===== src/design/stok_pkg.sv =====
`default_nettype none

package stok_pkg;

	localparam int POS_WIDTH_DEF = 16;
	localparam int Q_DEPTH = 4;
	localparam int Q_AW = $clog2(Q_DEPTH);

	localparam logic [30:0] NUM_MAX = 31'h7FFF_FFFF;
	localparam logic [15:0] LEN_MAX = 16'hFFFF;
	localparam logic [15:0] KW_BYTES = 16'd5;
	localparam int KW_COUNT = 7;

	localparam logic [4:0] K_EOF      = 5'd0;
	localparam logic [4:0] K_IDENT    = 5'd1;
	localparam logic [4:0] K_NUMBER   = 5'd2;
	localparam logic [4:0] K_STRING   = 5'd3;
	localparam logic [4:0] K_KW_FIRST = 5'd4;
	localparam logic [4:0] K_PLUS     = 5'd11;
	localparam logic [4:0] K_MINUS    = 5'd12;
	localparam logic [4:0] K_STAR     = 5'd13;
	localparam logic [4:0] K_SLASH    = 5'd14;
	localparam logic [4:0] K_LPAREN   = 5'd15;
	localparam logic [4:0] K_RPAREN   = 5'd16;
	localparam logic [4:0] K_ASSIGN   = 5'd17;
	localparam logic [4:0] K_EQ       = 5'd18;
	localparam logic [4:0] K_NEQ      = 5'd19;
	localparam logic [4:0] K_SEMI     = 5'd20;
	localparam logic [4:0] K_LBRACE   = 5'd21;
	localparam logic [4:0] K_RBRACE   = 5'd22;
	localparam logic [4:0] K_AND      = 5'd23;
	localparam logic [4:0] K_OR       = 5'd24;
	localparam logic [4:0] K_ERROR    = 5'd25;

	localparam logic [1:0] E_NONE       = 2'd0;
	localparam logic [1:0] E_UNEXPECTED = 2'd1;
	localparam logic [1:0] E_STR_NL     = 2'd2;
	localparam logic [1:0] E_STR_END    = 2'd3;

	// print true false if else while break
	localparam logic [39:0] KW_TEXT [KW_COUNT] = '{
		40'h7072696e74, 40'h0074727565, 40'h66616c7365, 40'h0000006966,
		40'h00656c7365, 40'h7768696c65, 40'h627265616b
	};
	localparam logic [15:0] KW_LEN [KW_COUNT] = '{
		16'd5, 16'd4, 16'd5, 16'd2, 16'd4, 16'd5, 16'd5
	};

	typedef enum logic [3:0] {
		M_IDLE   = 4'd0,
		M_IDENT  = 4'd1,
		M_NUMBER = 4'd2,
		M_STRING = 4'd3,
		M_EQ     = 4'd4,
		M_BANG   = 4'd5,
		M_AMP    = 4'd6,
		M_BAR    = 4'd7,
		M_ERROR  = 4'd8
	} lex_mode_t;

	typedef struct packed {
		logic [4:0]  kind;
		logic [1:0]  err_code;
		logic [15:0] start_pos;
		logic [15:0] lex_len;
		logic [30:0] num_value;
		logic        last_of_run;
	} tok_t;

	function automatic tok_t mk_tok(input logic [4:0] k, input logic [1:0] e,
			input logic [15:0] s, input logic [15:0] l, input logic [30:0] n);
		tok_t t;
		t.kind = k;
		t.err_code = e;
		t.start_pos = s;
		t.lex_len = l;
		t.num_value = n;
		t.last_of_run = 1'b0;
		return t;
	endfunction

	function automatic logic [4:0] ident_kind(input logic [15:0] len, input logic [39:0] kb);
		logic [4:0] k;
		k = K_IDENT;
		for (int i = 0; i < KW_COUNT; i++) begin
			if (len == KW_LEN[i] && kb == KW_TEXT[i])
				k = K_KW_FIRST + 5'(i);
		end
		return k;
	endfunction

endpackage

`default_nettype wire


===== src/design/stok_lexer.sv =====
`default_nettype none

module stok_lexer #(
	parameter int POS_WIDTH = stok_pkg::POS_WIDTH_DEF
) (
	input  wire logic           clk,
	input  wire logic           arst_n,
	input  wire logic           step,
	input  wire logic [7:0]     ch,
	input  wire logic           at_end,
	output stok_pkg::tok_t      res0,
	output stok_pkg::tok_t      res1,
	output logic [1:0]          res_cnt
);

	localparam logic [7:0] C_NL = 8'h0A;
	localparam logic [POS_WIDTH-1:0] POS_ONE = {{(POS_WIDTH-1){1'b0}}, 1'b1};

	stok_pkg::lex_mode_t mode_q, mode_d;
	logic [POS_WIDTH-1:0] pos_q, pos_d, start_q, start_d, pos_nx;
	logic [15:0] len_q, len_d, len_nx;
	logic [30:0] num_q, num_d;
	logic [39:0] kbuf_q, kbuf_d;

	stok_pkg::tok_t a, b;
	logic a_v, b_v, consumed;
	logic is_space, is_alpha, is_digit;
	logic [3:0] dig;
	logic [34:0] num_prod;
	logic [7:0] want;
	logic [4:0] pair_kind;

	function automatic logic [15:0] lo16(input logic [POS_WIDTH-1:0] v);
		logic [POS_WIDTH+15:0] e;
		e = {16'b0, v};
		return e[15:0];
	endfunction

	assign is_space = (ch == " ") || (ch >= 8'd9 && ch <= 8'd13);
	assign is_alpha = (ch >= "a" && ch <= "z") || (ch >= "A" && ch <= "Z");
	assign is_digit = (ch >= "0" && ch <= "9");
	assign dig = ch[3:0];
	assign num_prod = {1'b0, num_q, 3'b0} + {3'b0, num_q, 1'b0} + {31'b0, dig};
	assign pos_nx = (&pos_q) ? pos_q : pos_q + POS_ONE;
	assign len_nx = (len_q == stok_pkg::LEN_MAX) ? len_q : len_q + 16'd1;

	always_comb begin
		want = "|";
		pair_kind = stok_pkg::K_OR;
		if (mode_q == stok_pkg::M_BANG) begin
			want = "=";
			pair_kind = stok_pkg::K_NEQ;
		end else if (mode_q == stok_pkg::M_AMP) begin
			want = "&";
			pair_kind = stok_pkg::K_AND;
		end
	end

	always_comb begin
		mode_d = mode_q;
		pos_d = pos_q;
		start_d = start_q;
		len_d = len_q;
		num_d = num_q;
		kbuf_d = kbuf_q;
		a = '0;
		b = '0;
		a_v = 1'b0;
		b_v = 1'b0;
		consumed = 1'b0;
		if (at_end) begin
			a_v = 1'b1;
			unique case (mode_q)
				stok_pkg::M_IDENT: a = stok_pkg::mk_tok(
					stok_pkg::ident_kind(len_q, kbuf_q), stok_pkg::E_NONE,
					lo16(start_q), len_q, 31'd0);
				stok_pkg::M_NUMBER: a = stok_pkg::mk_tok(stok_pkg::K_NUMBER,
					stok_pkg::E_NONE, lo16(start_q), len_q, num_q);
				stok_pkg::M_STRING: a = stok_pkg::mk_tok(stok_pkg::K_ERROR,
					stok_pkg::E_STR_END, lo16(start_q), len_q, 31'd0);
				stok_pkg::M_EQ: a = stok_pkg::mk_tok(stok_pkg::K_ASSIGN,
					stok_pkg::E_NONE, lo16(start_q), 16'd1, 31'd0);
				stok_pkg::M_BANG, stok_pkg::M_AMP, stok_pkg::M_BAR:
					a = stok_pkg::mk_tok(stok_pkg::K_ERROR, stok_pkg::E_UNEXPECTED,
						lo16(start_q), 16'd1, 31'd0);
				default: a_v = 1'b0;
			endcase
			b_v = 1'b1;
			b = stok_pkg::mk_tok(stok_pkg::K_EOF, stok_pkg::E_NONE, lo16(pos_q),
				16'd0, 31'd0);
			mode_d = stok_pkg::M_IDLE;
			pos_d = '0;
			start_d = '0;
			len_d = '0;
			num_d = '0;
			kbuf_d = '0;
		end else begin
			unique case (mode_q)
				stok_pkg::M_IDLE: consumed = 1'b0;
				stok_pkg::M_IDENT: begin
					if (is_alpha || is_digit) begin
						if (len_q < stok_pkg::KW_BYTES)
							kbuf_d = {kbuf_q[31:0], ch};
						len_d = len_nx;
						consumed = 1'b1;
					end else begin
						a_v = 1'b1;
						a = stok_pkg::mk_tok(stok_pkg::ident_kind(len_q, kbuf_q),
							stok_pkg::E_NONE, lo16(start_q), len_q, 31'd0);
						mode_d = stok_pkg::M_IDLE;
					end
				end
				stok_pkg::M_NUMBER: begin
					if (is_digit) begin
						num_d = (num_prod > {4'b0, stok_pkg::NUM_MAX}) ?
							stok_pkg::NUM_MAX : num_prod[30:0];
						len_d = len_nx;
						consumed = 1'b1;
					end else begin
						a_v = 1'b1;
						a = stok_pkg::mk_tok(stok_pkg::K_NUMBER, stok_pkg::E_NONE,
							lo16(start_q), len_q, num_q);
						mode_d = stok_pkg::M_IDLE;
					end
				end
				stok_pkg::M_STRING: begin
					consumed = 1'b1;
					if (ch == "\"") begin
						a_v = 1'b1;
						a = stok_pkg::mk_tok(stok_pkg::K_STRING, stok_pkg::E_NONE,
							lo16(start_q), len_q, 31'd0);
						mode_d = stok_pkg::M_IDLE;
					end else if (ch == C_NL) begin
						a_v = 1'b1;
						a = stok_pkg::mk_tok(stok_pkg::K_ERROR, stok_pkg::E_STR_NL,
							lo16(start_q), len_q, 31'd0);
						mode_d = stok_pkg::M_ERROR;
					end else begin
						len_d = len_nx;
					end
				end
				stok_pkg::M_EQ: begin
					mode_d = stok_pkg::M_IDLE;
					a_v = 1'b1;
					if (ch == "=") begin
						a = stok_pkg::mk_tok(stok_pkg::K_EQ, stok_pkg::E_NONE,
							lo16(start_q), 16'd2, 31'd0);
						consumed = 1'b1;
					end else begin
						a = stok_pkg::mk_tok(stok_pkg::K_ASSIGN, stok_pkg::E_NONE,
							lo16(start_q), 16'd1, 31'd0);
					end
				end
				stok_pkg::M_BANG, stok_pkg::M_AMP, stok_pkg::M_BAR: begin
					consumed = 1'b1;
					a_v = 1'b1;
					if (ch == want) begin
						a = stok_pkg::mk_tok(pair_kind, stok_pkg::E_NONE,
							lo16(start_q), 16'd2, 31'd0);
						mode_d = stok_pkg::M_IDLE;
					end else begin
						a = stok_pkg::mk_tok(stok_pkg::K_ERROR, stok_pkg::E_UNEXPECTED,
							lo16(start_q), 16'd1, 31'd0);
						mode_d = stok_pkg::M_ERROR;
					end
				end
				default: begin
					mode_d = stok_pkg::M_ERROR;
					consumed = 1'b1;
				end
			endcase

			// non-space byte not taken by the pending token starts a new one
			if (!consumed && !is_space) begin
				if (is_alpha) begin
					mode_d = stok_pkg::M_IDENT;
					start_d = pos_q;
					len_d = 16'd1;
					kbuf_d = {32'b0, ch};
				end else if (is_digit) begin
					mode_d = stok_pkg::M_NUMBER;
					start_d = pos_q;
					len_d = 16'd1;
					num_d = {27'b0, dig};
				end else begin
					start_d = pos_q;
					b = stok_pkg::mk_tok(stok_pkg::K_ERROR, stok_pkg::E_NONE,
						lo16(pos_q), 16'd1, 31'd0);
					b_v = 1'b1;
					case (ch)
						"+": b.kind = stok_pkg::K_PLUS;
						"-": b.kind = stok_pkg::K_MINUS;
						"*": b.kind = stok_pkg::K_STAR;
						"/": b.kind = stok_pkg::K_SLASH;
						"(": b.kind = stok_pkg::K_LPAREN;
						")": b.kind = stok_pkg::K_RPAREN;
						";": b.kind = stok_pkg::K_SEMI;
						"{": b.kind = stok_pkg::K_LBRACE;
						"}": b.kind = stok_pkg::K_RBRACE;
						"=": begin
							mode_d = stok_pkg::M_EQ;
							b_v = 1'b0;
						end
						"!": begin
							mode_d = stok_pkg::M_BANG;
							b_v = 1'b0;
						end
						"&": begin
							mode_d = stok_pkg::M_AMP;
							b_v = 1'b0;
						end
						"|": begin
							mode_d = stok_pkg::M_BAR;
							b_v = 1'b0;
						end
						"\"": begin
							mode_d = stok_pkg::M_STRING;
							start_d = pos_nx;
							len_d = 16'd0;
							b_v = 1'b0;
						end
						default: begin
							b.err_code = stok_pkg::E_UNEXPECTED;
							mode_d = stok_pkg::M_ERROR;
						end
					endcase
				end
			end
			pos_d = pos_nx;
		end
	end

	always_comb begin
		res0 = a_v ? a : b;
		res1 = b;
		res_cnt = {1'b0, a_v} + {1'b0, b_v};
		if (a_v && b_v)
			res1.last_of_run = 1'b1;
		else
			res0.last_of_run = 1'b1;
	end

	always_ff @(posedge clk or negedge arst_n) begin
		if (!arst_n) begin
			mode_q <= stok_pkg::M_IDLE;
			pos_q <= '0;
			start_q <= '0;
			len_q <= '0;
			num_q <= '0;
			kbuf_q <= '0;
		end else if (step) begin
			mode_q <= mode_d;
			pos_q <= pos_d;
			start_q <= start_d;
			len_q <= len_d;
			num_q <= num_d;
			kbuf_q <= kbuf_d;
		end
	end

endmodule

`default_nettype wire


===== src/design/stok_outq.sv =====
`default_nettype none

module stok_outq (
	input  wire logic           clk,
	input  wire logic           arst_n,
	input  wire logic [1:0]     push_cnt,
	input  wire stok_pkg::tok_t d0,
	input  wire stok_pkg::tok_t d1,
	input  wire logic           pop,
	output stok_pkg::tok_t      head,
	output logic                not_empty,
	output logic                room
);

	localparam logic [stok_pkg::Q_AW:0] ROOM_MAX = (stok_pkg::Q_AW + 1)'(stok_pkg::Q_DEPTH - 2);

	stok_pkg::tok_t mem [stok_pkg::Q_DEPTH];
	logic [stok_pkg::Q_AW-1:0] wr_q, rd_q;
	logic [stok_pkg::Q_AW:0] cnt_q;

	assign head = mem[rd_q];
	assign not_empty = (cnt_q != '0);
	assign room = (cnt_q <= ROOM_MAX);

	always_ff @(posedge clk) begin
		if (push_cnt != 2'd0)
			mem[wr_q] <= d0;
		if (push_cnt == 2'd2)
			mem[wr_q + 1'b1] <= d1;
	end

	always_ff @(posedge clk or negedge arst_n) begin
		if (!arst_n) begin
			wr_q <= '0;
			rd_q <= '0;
			cnt_q <= '0;
		end else begin
			wr_q <= wr_q + stok_pkg::Q_AW'(push_cnt);
			if (pop)
				rd_q <= rd_q + 1'b1;
			cnt_q <= cnt_q + (stok_pkg::Q_AW + 1)'(push_cnt) - (stok_pkg::Q_AW + 1)'(pop);
		end
	end

endmodule

`default_nettype wire


===== src/design/source_tokenizer.sv =====
// Tokens of a byte are written into the result queue when the beat is taken and are
// shown from its head. One input byte per cycle while the queue has room; a byte
// that yields two tokens leaves one token at a time, from the single-read result
// queue of four entries. Input is taken whenever the queue has room for two tokens.
// Reset (arst_n low) returns the lexer to idle at position zero and empties the queue.
`default_nettype none

module source_tokenizer #(
	parameter int POS_WIDTH = stok_pkg::POS_WIDTH_DEF
) (
	input  wire logic        clk,
	input  wire logic        arst_n,
	input  wire logic        in_valid,
	output logic             in_ready,
	input  wire logic [7:0]  ch,
	input  wire logic        at_end,
	output logic             out_valid,
	input  wire logic        out_ready,
	output logic [4:0]       kind,
	output logic [1:0]       err_code,
	output logic [15:0]      start_pos,
	output logic [15:0]      lex_len,
	output logic [30:0]      num_value,
	output logic             last_of_run
);

	stok_pkg::tok_t res0, res1, head;
	logic [1:0] res_cnt, push_cnt;
	logic step, room;

	assign in_ready = room;
	assign step = in_valid && room;
	assign push_cnt = step ? res_cnt : 2'd0;

	stok_lexer #(.POS_WIDTH(POS_WIDTH)) u_lexer (
		.clk     (clk),
		.arst_n  (arst_n),
		.step    (step),
		.ch      (ch),
		.at_end  (at_end),
		.res0    (res0),
		.res1    (res1),
		.res_cnt (res_cnt)
	);

	stok_outq u_outq (
		.clk       (clk),
		.arst_n    (arst_n),
		.push_cnt  (push_cnt),
		.d0        (res0),
		.d1        (res1),
		.pop       (out_valid && out_ready),
		.head      (head),
		.not_empty (out_valid),
		.room      (room)
	);

	assign kind = head.kind;
	assign err_code = head.err_code;
	assign start_pos = head.start_pos;
	assign lex_len = head.lex_len;
	assign num_value = head.num_value;
	assign last_of_run = head.last_of_run;

endmodule

`default_nettype wire

===== config.mk =====
export PLATFORM = sky130hd
export DESIGN_NAME = source_tokenizer
export DESIGN_NICKNAME = d
export VERILOG_FILES = /design/src/design/stok_pkg.sv /design/src/design/stok_lexer.sv /design/src/design/stok_outq.sv /design/src/design/source_tokenizer.sv
export SDC_FILE = /design/constraint.sdc
export NUM_CORES = 1
export LEC_CHECK = 0
export ABC_CLOCK_PERIOD_IN_PS = 5540
export BUFFER_PORTS_ARGS = -buffer_cell sky130_fd_sc_hd__buf_2
export CAP_MARGIN = 5
export CORE_MARGIN = 4
export CORE_UTILIZATION = 42
export CTS_BUF_LIST = sky130_fd_sc_hd__clkbuf_8
export DETAILED_ROUTE_END_ITERATION = 6
export GPL_ROUTABILITY_DRIVEN = 1
export GPL_TIMING_DRIVEN = 1
export PLACE_DENSITY_LB_ADDON = 0.25
export SLEW_MARGIN = 5
export SYNTH_ARGS = -nofsm -noshare
export SYNTH_HDL_FRONTEND = slang
export SYNTH_SLANG_ARGS = --single-unit

===== constraint.sdc =====
create_clock -name clk -period 5.54 [get_ports clk]
set_clock_uncertainty 0.2 [all_clocks]
set_input_delay 1.108 -clock clk [delete_from_list [all_inputs] [get_ports clk]]
set_output_delay 1.108 -clock clk [all_outputs]
set_load 0.01 [all_outputs]

==> metrics.csv <==
stage;metric;value;unit
setup_path;timing.critical_path.max_delay_family;compound AO/OA/AOI/OAI gates;
cts;cts_hold_buf;0;
routing;drc;0;
synth;synth_area_leaders;dfxtp_1 18%, dfrtp_1 15%, edfxtp_1 13%;
synth;synth_most_common_cell;nand2_1;
global_routing;grt_pass1_vias;16900;
placement;place_congestion;0.949;
timing;drv_slew;0;
timing;min_period;4.71;ns
die;dieArea;0.0546;mm^2
layout;fin_nets;2265;
die;die_width;234;um
power;leakage;9.33;nW
timing;hold_viol;0;
timing;maxSlewHeadroom;0.0634;
cts;cts_buffers;70;
power;comb_power_share;0.234;
power;clockPowerShare;0.338;
routing;vias_per_cell;6.05;
setup_path;worst_ep_required_time;5.87;ns
synth;yosysTopAreaCellShare;0.176;
power;power_density;356;mW/mm^2
setup_path;cp_max_fo;24;
flow_run;cap_violations;0;
power;p_int;5.69;mW
die;pin_count;86;
power;p_total;8.54;mW
setup_path;reg2reg_slack;0.85;ns
setup_path;critPathBufInv;5;
setup_path;cp_num_cells;16;
routing;dr.first_iter.drc_count;1552;
synth;post_synth.cell_area_avg;10.1;um^2
setup_path;critPathSlowestCell;fa_1;
synth;synth.distinct_cells;88;
routing;wl;62.2;mm
setup_path;reg2reg_depth;11;
global_routing;grtUsageTotal;0.226;
synth;syn_inst;2125;
timing;rsz0062_at_grt;false;
synth;ys_seq_elements;414;
layout;syn_to_final_growth;12.2;%
die;rows;82;
timing;setup_viol;0;
die;start_util;0.425;
synth;async_flop_share;0.314;
timing;fin_tns_setup;0;ns
setup_path;arrival;5.04;ns
routing;wl_per_cell;21.4;um
worst_hold_path;hp-class;primary input to asynchronous set/reset pin;
run_status;outcome;finished clean;
timing;tightest_slew;1.40;ns
timing;clock.fmax;0.212;GHz
layout;drive_gt1_frac;0.162;
synth;synth_area;0.0214;mm^2
routing;antenna_left;0;
cts;cts_tree;done;
power;pwr-share-seq;0.428;
setup_path;cp-end-kind;flip-flop;
synth;synth-seq-area-share;0.463;
cts;htree_levels;3;
synth;synth-edff-count;96;
setup_path;cp-start-kind;primary input;
synth;ys_top_cells_by_count;291 x nand2_1, 202 x o21ai_0, 188 x dfxtp_1;
synth;yosysTopAreaCell;dfxtp_1;
placement;dp_hpwl;42.3;mm
timing;finalCritPeriodShare;0.851;
global_routing;grt_max_degree;57;
cts;clkTransAtPathRegs;0.06;ns
cts;post_cts_resize_count;0;
cts;clock_sinks;414;
power;p_sw;2.84;mW
cts;clockBufferDepth;3;
routing;via_count;17600;
cts;cts_setup_buffers;0;
synth;synth_nets;2212;
setup_path;path_cells;buf_2, buf_4, inv_1, fa_1, inv_1, ha_1, a211oi_1, o211ai_1, a21oi_1, o22ai_1, a21oi_1, a211oi_1, nor4b_4, nor2_2, buf_4, a221o_1;
die;core-area;0.0503;mm^2
routing;dr.pass1.iters;7;
cts;clk_latency;0.65;ns
global_routing;overflow;0;
die;die_h;234;um
power;switching_share;0.333;
placement;port_buffers;85;
synth;yosysWarnings;0;
global_routing;antenna_found_initial;0;
setup_path;cpPeakStageDelay;0.59;ns
cts;clock-root-buffer;clkbuf_8;
power;ir_drop;0.206;mV
setup_path;reg2reg_from;u_lexer.mode_q[1];
setup_path;reg2reg_to;u_outq.mem[0][42];
synth;yosys_most_used_dff;dfxtp_1;
global_routing;grt_first_pass_wirelength;98.0;mm
setup_path;worstSetupPathType;primary input to flip-flop;
## how the worst max path moves through the flow
stage	from	endpoint
global placement	ch[3]	u_lexer.num_q[18]
detailed placement	ch[3]	u_lexer.num_q[14]
floorplan	ch[4]	u_outq.mem[0][0]
global route	ch[3]	u_lexer.num_q[6]
finish	ch[3]	u_lexer.num_q[25]
CTS	ch[3]	u_lexer.num_q[25]
## cell usage in the layout (no fill, tap or decap), types with 26 or more instances in the layout
cell type,count
nor3_1,32
buf_4,58
o22ai_1,31
mux4_2,71
xnor2_1,28
inv_1,52
a22o_1,97
nand3_1,53
a21oi_1,96
buf_2,84
nand2_1,291
dfxtp_1,188
o21ai_0,202
a221o_1,26
dfrtp_1,128
ha_1,71
edfxtp_1,96
clkbuf_8,89
nor2_1,90
o2bb2ai_1,64
## area by class of cell
type	instances	area, um^2
flip-flops and latches	414	9910
well taps	672	841
clock inverters	39	273
fillers	4676	26300
multi-input cells	1514	10700
inverters	35	140
diodes	1	2.50
clock buffers	89	1220
repair buffers	143	867
## per-layer routing
| metal | vias to the layer above | GRT usage | routed length, um |
|---|---|---|---|
| met2 | 661 | 0.335 | 27000 |
| li1 | 8150 | - | - |
| met3 | 82 | 0.0443 | 5100 |
| met5 | - | 0 | 0 |
| met1 | 8688 | 0.337 | 29000 |
| met4 | 0 | 0.0616 | 1060 |
## power groups by stage
| stage | clock [mW] | combinational [mW] | sequential (mW) |
|---|---|---|---|
| 2_1_floorplan | 0 | 1.54 | 3.43 |
| 3_3_place_gp | 0 | 1.98 | 3.71 |
| 3_5_place_dp | 0 | 1.99 | 3.72 |
| 4_1_cts | 2.96 | 2.00 | 3.66 |
| 5_1_grt | 3.10 | 2.17 | 3.69 |
| 6_report | 2.89 | 2.00 | 3.65 |
## sequential cells by signal, summed over array words and instances, names as in the netlist
register / cells
u_outq.cnt_q: 3
u_outq.rd_q: 2
u_lexer.kbuf_q: 40
u_lexer.mode_q: 4
u_outq.wr_q: 2
u_outq.mem: 284
u_lexer.start_q: 16
u_lexer.len_q: 16
u_lexer.num_q: 31
u_lexer.pos_q: 16
## cell families after synthesis
logic type | after synthesis | share of synthesized area
buffers and inverters | 197 | 0.0361
DFF | 414 | 0.463
adders and majority gates | 74 | 0.0444
xor gates and xnor gates | 46 | 0.0188
AOI/OAI and AO/OA | 677 | 0.215
muxes | 76 | 0.0772
and+or+nand+nor | 641 | 0.146
## metrics by stage
step / instances / area (um^2) / util / setup slack [ns] / hold slack [ns]
floorplan: 2125 / 21400 / - / 0.102 / 0.220
global placement: 2778 / 22500 / 0.447 / 0.368 / 0.228
detailed placement: 2778 / 22500 / 0.447 / 0.221 / 0.239
CTS: 2906 / 24000 / 0.477 / 0.917 / 0.197
global route: 2906 / 24000 / 0.477 / 0.530 / 0.248
finish: 2907 / 24000 / 0.477 / 0.825 / 0.233
Note: power is estimated with default switching activity, not from simulation.
